### src/rtl/gssc_pkg.sv
// Shared constants and types for the gradient region shading pipeline.
// No dependencies; gssc_recip_div and gradient_sector_shade_color import this package.
`default_nettype none

package gssc_pkg;

  // Height fixed point format and reciprocal sizing
  localparam int FRAC_BITS = 16;
  localparam int QW        = FRAC_BITS + 1;
  localparam int UNIT      = 1 << FRAC_BITS;
  localparam logic [QW-1:0] UNIT_Q = QW'(UNIT);

  // Color channels
  localparam int CH_W        = 8;
  localparam int COLOR_W     = 3 * CH_W;
  localparam int LEVEL_SHIFT = 8;
  localparam logic [CH_W-1:0] CH_MAX = 8'd255;
  localparam logic [CH_W-1:0] GRAY   = 8'd128;

  // Configuration port
  localparam int CFG_IDX_W  = 1;
  localparam int CFG_DATA_W = 8;

  typedef enum logic [CFG_IDX_W-1:0] {
    CFG_LIGHTING = 1'b0,
    CFG_EXTRA    = 1'b1
  } cfg_idx_t;

  // Gradient bound adjust codes
  typedef enum logic [1:0] {
    ADJ_NONE  = 2'd0,
    ADJ_STEP1 = 2'd1,
    ADJ_STEP2 = 2'd2,
    ADJ_STEP3 = 2'd3
  } adj_t;

  // Sideband that rides along the reciprocal divider
  typedef struct packed {
    logic [QW-1:0]      dq;
    logic [COLOR_W-1:0] lo_color;
    logic [COLOR_W-1:0] up_color;
    logic [CH_W-1:0]    level;
  } side_t;

endpackage

`default_nettype wire

### src/rtl/gssc_recip_div.sv
// Pipelined restoring divider: quotient = UNIT / divisor, one bit per stage.
// Depends on gssc_pkg (widths, side_t); stalls with the shared stage enable.
`default_nettype none

module gssc_recip_div import gssc_pkg::*; (
  input  logic          clk,
  input  logic          en,
  input  logic [QW-1:0] divisor_i,
  input  side_t         side_i,
  output logic [QW-1:0] quot_o,
  output side_t         side_o
);

  localparam logic [QW-1:0] DIVIDEND = UNIT_Q;

  logic [QW-1:0] rem_r   [QW];
  logic [QW-1:0] quot_r  [QW];
  logic [QW-1:0] dvs_r   [QW];
  side_t         side_r  [QW];
  logic [QW-1:0] rem_nxt [QW];
  logic [QW-1:0] quot_nxt[QW];

  // One trial subtract per stage; the remainder always stays below the divisor
  always_comb begin
    logic [QW-1:0] rin;
    logic [QW-1:0] qin;
    logic [QW-1:0] din;
    logic [QW:0]   sh;
    logic [QW:0]   diff;
    logic          ge;
    for (int k = 0; k < QW; k++) begin
      if (k == 0) begin
        rin = '0;
        qin = '0;
        din = divisor_i;
      end else begin
        rin = rem_r[k-1];
        qin = quot_r[k-1];
        din = dvs_r[k-1];
      end
      sh          = {rin, DIVIDEND[QW-1-k]};
      diff        = sh - {1'b0, din};
      ge          = (sh >= {1'b0, din});
      rem_nxt[k]  = ge ? diff[QW-1:0] : sh[QW-1:0];
      quot_nxt[k] = {qin[QW-2:0], ge};
    end
  end

  // Advance all stages together
  always_ff @(posedge clk) begin
    if (en) begin
      for (int k = 0; k < QW; k++) begin
        rem_r[k]  <= rem_nxt[k];
        quot_r[k] <= quot_nxt[k];
      end
      dvs_r[0]  <= divisor_i;
      side_r[0] <= side_i;
      for (int k = 1; k < QW; k++) begin
        dvs_r[k]  <= dvs_r[k-1];
        side_r[k] <= side_r[k-1];
      end
    end
  end

  assign quot_o = quot_r[QW-1];
  assign side_o = side_r[QW-1];

endmodule

`default_nettype wire

### config.mk
export PLATFORM = sky130hd
export DESIGN_NAME = gssc_recip_div
export DESIGN_NICKNAME = d
export VERILOG_FILES = /design/src/rtl/gssc_pkg.sv /design/src/rtl/gssc_recip_div.sv
export SDC_FILE = /design/constraint.sdc
export NUM_CORES = 2
export LEC_CHECK = 0
export BUFFER_PORTS_ARGS = -buffer_cell sky130_fd_sc_hd__buf_2
export CAP_MARGIN = 20
export CORE_MARGIN = 2
export CORE_UTILIZATION = 55
export CTS_CLUSTER_SIZE = 28
export DETAILED_ROUTE_END_ITERATION = 10
export GPL_ROUTABILITY_DRIVEN = 0
export GPL_TIMING_DRIVEN = 0
export PLACE_DENSITY = 0.79
export SLEW_MARGIN = 0
export SYNTH_ARGS = -nofsm -noshare
export SYNTH_HDL_FRONTEND = slang
export SYNTH_SLANG_ARGS = --single-unit
### constraint.sdc
create_clock -name clk -period 3.2 [get_ports clk]
set_clock_uncertainty 0.05 [all_clocks]
set_input_delay 0.32 -clock clk [delete_from_list [all_inputs] [get_ports clk]]
set_output_delay 0.32 -clock clk [all_outputs]
set_load 0.02 [all_outputs]
* Word level (Yosys, flattened, before mapping) *
Memories as Yosys holds them, arrays and structs flattened.
Cells that the tools add are included.
W data, S select, Z words.

word-level totals
  memories = 4
  bits of input ports = 92
  register bits after elaboration = 0
  bits in writable memories = 2108
  output and inout port bits = 90

operators by class
  mux-type cells = 19
  $add $sub $neg = 17
  $lt $le $gt $ge = 17

memory list
  memory  depth  width  read ports  clocked after Yosys merged registers in  write ports  RTL line              text
  side_r  17     73     17          0                                        17           gssc_recip_div.sv:19  side_t side_r [QW];
  dvs_r   17     17     16          0                                        17           gssc_recip_div.sv:18  logic [QW-1:0] dvs_r [QW];
  quot_r  17     17     17          0                                        17           gssc_recip_div.sv:17  logic [QW-1:0] quot_r [QW];
  rem_r   17     17     16          0                                        17           gssc_recip_div.sv:16  logic [QW-1:0] rem_r [QW];

operator list
  kind                     number
  $mux W17                 17
  $ge A18 B17 Y1           16
  $sub A17 B17 Y17         16
  $ge A1 B17 Y1 const A    1
  $sub A1 B17 Y17 const A  1
  $mux W1                  2

* Longest topological paths before layout *
An unclocked memory read counts as a cell.

  word-level depth = 3
  mapped depth = 11
  gate-level depth less buffers = 11

* Least setup slack after synthesis *
Ideal clock, no wire load.

  kind = register -> register
  from = memory rem_r[0][69] (netlist name)
  to = memory rem_r[0][100] (netlist name), data pin
  path slack = 0.029 ns
  arrival time = 2.861 ns
  period minus slack after synthesis = 3.171 ns
  stages on the path, launching flop included = 11
  library setup time = 0.260 ns
  path through = edfxtp_1 > ha_1 > and2b_1 > o2111ai_1 > nand2_2 > a31oi_4 > a21oi_2 > o2111a_1 > a2111oi_4 > buf_6 > mux2_4

RTL lines
  what                RTL line
  start: declaration  gssc_recip_div.sv:16

==> results_dict.tcl <==
set metrics [dict create \
    final_net_count 5206 \
    dp_slack_ns -1.61 \
    pwr-share-clk_pct 30.0 \
    final_core_util_pct 64.0 \
    numPortBuffers 181 \
    syn-mean-instance-area_um2 17.2 \
    layout_worst_path_cycle_share_pct 98.5 \
    final.hold.worst_slack_ns 0.0624 \
    final_period_minus_worst_setup_slack_ns 3.15 \
    initial_core_util_pct 55.4 \
    synth_enable_flop_cells 1938 \
    hold_path_end "side_r[0][622]" \
    dr_total_vias 35500 \
    endpoint_kind "flip-flop" \
    internal-power_mw 52.4 \
    cells_after_synthesis 4303 \
    most_crowded_layer_gr "met2" \
    grt_max_degree 192 \
    setup_total_negative_slack_ns 0 \
    drt-wirelength-per-cell_um 17.1 \
    cp_top_family "compound AO/OA/AOI/OAI gates" \
    synth-main-ff-cell "edfxtp_1" \
    tritoncts "yes" \
    global_route.overflow_total 0 \
    global_route.usage.met2_pct 31.0 \
    synth_sequential_area_ratio_pct 78.6 \
    cp_data_required_time_ns 3.68 \
    power.switching_fraction_pct 27.6 \
    achievable-frequency_mhz 317 \
    critPathKind "reg -> reg" \
    final_common_cell "edfxtp_1" \
    power_leakage_nw 31.7 \
    num_io_pins 182 \
    first_global_vias 36100 \
    detailed_place.area_um2 77500 \
    number_of_remaining_drc_errors 1 \
    powerDensity_nw_per_um2 847 \
    syn2layout_area_growth_pct 15.4 \
    power.ir.vdd_worst_v 0.000618 \
    crit_chain "ha_1 -> nor2b_1 -> o31a_1 -> o21ai_0 -> nand3b_1 -> o21a_1 -> o2111ai_1 -> nand2_2 -> clkbuf_4 -> mux2_2" \
    worst_setup_path_start_kind "flip-flop" \
    status "finished, violations left" \
    drt_first_iter_violations 2362 \
    regToRegEndpoint "rem_r[0][199]" \
    chipHeight_um 371 \
    yosys_warnings 0 \
    comb_power_share_pct 23.7 \
    async_reset_ff_share_pct 0 \
    synth.lib_cells_used.distinct 79 \
    worst_slack_ns 0.0470 \
    critical_path_cell_count 10 \
    tritoncts_sinks 1938 \
    ys_ff_latch 1938 \
    core.rowCount 134 \
    total_wire_length_after_detailed_routing_um 115000 \
    p_switching_mw 20.0 \
    layout_common_cells "edfxtp_1, inv_1, ha_1, o21ai_0, nand2_1" \
    clkLatencyLatePin_ns 0.81 \
    grt_use_met3_pct 2.85 \
    place.detailed.hpwl_um 66800 \
    hold_violations 0 \
    detailedRoute.firstPassIterationCount 9 \
    die_area_um2 138000 \
    maximum_clock_insertion_buffer_count 3 \
    max_slew.worst_pin.slew_ns 0.954 \
    crit_buf_inv 1 \
    final_layout_size_suffix_gt1_share_pct 15.0 \
    slowest_stage "edfxtp_1" \
    netlist_area_before_placement_um2 74100 \
    clk_pin_slew_ns 0.06 \
    r2r_setup_slack_ns 0.05 \
    holdCritStartpoint "en" \
    timing.hold.worst_path_depth 3 \
    critical_path.max_fanout 10 \
    cts_buffers 188 \
    grtUsageMet1_pct 18.4 \
    h-tree-depth 4 \
    min-delay-path-class "in -> reg" \
    r2r_cells 10 \
    routed_via_density 5.26 \
    grt_use_total_pct 16.6 \
    clk_root_buffer_cell "clkbuf_16" \
    max-slew-margin-rel_pct 36.4 \
    timing.max_cap.violations 0 \
    crit-reg2reg-launch "rem_r[0][171]" \
    design.core.area_um2 134000 \
    cp.arrival_ns 3.63 \
    seq_power_share_pct 46.3 \
    setup_viol 0 \
    violations "design-rule violations" \
    number_of_antenna_violations_at_the_first_check_in_global_routing 1 \
    fp.dieW_um 371 \
    post_drt_antenna_nets 0 \
    critPathMaxStageDelay_ns 0.41 \
    maxSlewViolCount 0 \
    finish.instance_area_um2 85500 \
    grt_first_pass_wirelength_um 182000 \
]
## flip-flops by register name, summed over array words and instances, names as in the netlist
signal	count
quot_r	153
dvs_r	272
side_r	1241
rem_r	272
## tightest hold or removal path: stages
cell and delay (ns):
buf_12 0.14, buf_12 0.11, buf_12 0.18
## layout make-up
class	count	area, um^2
Inverter	343	1290
Clock buffer	228	4900
Timing Repair Buffer	328	2680
Clock inverter	117	1260
Multi-Input combinational cell	1918	14200
Sequential cell	1938	58200
Fill cell	8940	48100
Buffer	110	769
Antenna cell	1	2.50
Tap cell	1768	2210
## worst max path at each step
stage	to	slack (ns)	startpoint
2_1_floorplan	rem_r[0][100]	0.03	rem_r[0][69]
3_3_place_gp	side_r[0][1223]	-27.60	en
3_5_place_dp	dvs_r[0][256]	-1.61	en
4_1_cts	rem_r[0][65]	-0.005	dvs_r[0][36]
5_1_grt	rem_r[0][199]	-0.04	rem_r[0][171]
6_report	rem_r[0][199]	0.05	rem_r[0][171]
## synthesized netlist by cell type (all sizes together) (15+ instances only)
master  count  area (um^2)
edfxtp   1938        58200
inv       343         1290
ha        272         3400
o21ai     261         1310
nand2     220          828
a21oi     168          845
nor2      143          537
xnor2     108          946
mux2       85          983
xor2       80          701
buf        79          584
o21a       53          398
nand2b     50          313
a21o       46          348
nor3       34          170
nor2b      32          200
clkbuf     31          116
a211oi     23          173
a31oi      22          159
nand3      21          105
nand4      21          131
o31ai      20          150
o31a       19          166
and2       17          106
nor4       17          106
o21bai     17          128
fa         15          300
o211ai     15          113
## layer usage
layer	up-vias	part of all wire [%]	wire (um)
met5	-	0	0
met4	0	3.7	4220
met3	279	3.5	3990
met2	789	55	63000
met1	17200	38	44000
li1	17200	-	-
## power groups by stage
| stage | clock network (mW) | registers (mW) | logic [mW] |
|---|---|---|---|
| floorplan | 0 | 33.5 | 12.0 |
| global placement | 0 | 35.2 | 14.8 |
| detailed placement | 0 | 34.0 | 15.6 |
| CTS | 22.3 | 33.5 | 16.4 |
| global route | 23.2 | 33.8 | 18.9 |
| finish | 21.7 | 33.5 | 17.2 |
## logic make-up (layout without fill, tap and decap cells)
kind of cell,Yosys count,count (layout),share of synthesized area [%]
multiplexers,90,90,1.40
AND/OR/NAND/NOR,616,616,3.97
flip-flops,1938,1938,78.6
buffers and inverters,453,1126,2.68
adder cells (fa/ha/maj),287,287,5.00
XOR/XNOR,188,188,2.22
AO/OA/AOI/OAI,730,730,6.18
other,1,8,0.00506
## per-stage QoR
| stage | std cells | total power, mW |
|---|---|---|
| finish | 6751 | 72.4 |
| global route | 6751 | 75.9 |
| CTS | 6728 | 72.2 |
| detailed placement | 6269 | 49.6 |
| global placement | 6258 | 50.1 |
| floorplan | 4309 | 45.4 |
## what timing repair did
item	4_1_cts	5_1_grt
hold buffers	90	3
pin swaps	9	14
buffers inserted	20	17
endpoints found under the setup margin	434	212
gates cloned	4	2
resized for setup	47	53
endpoints found under the hold margin	225	29
Note: power is estimated with default switching activity, not from simulation.
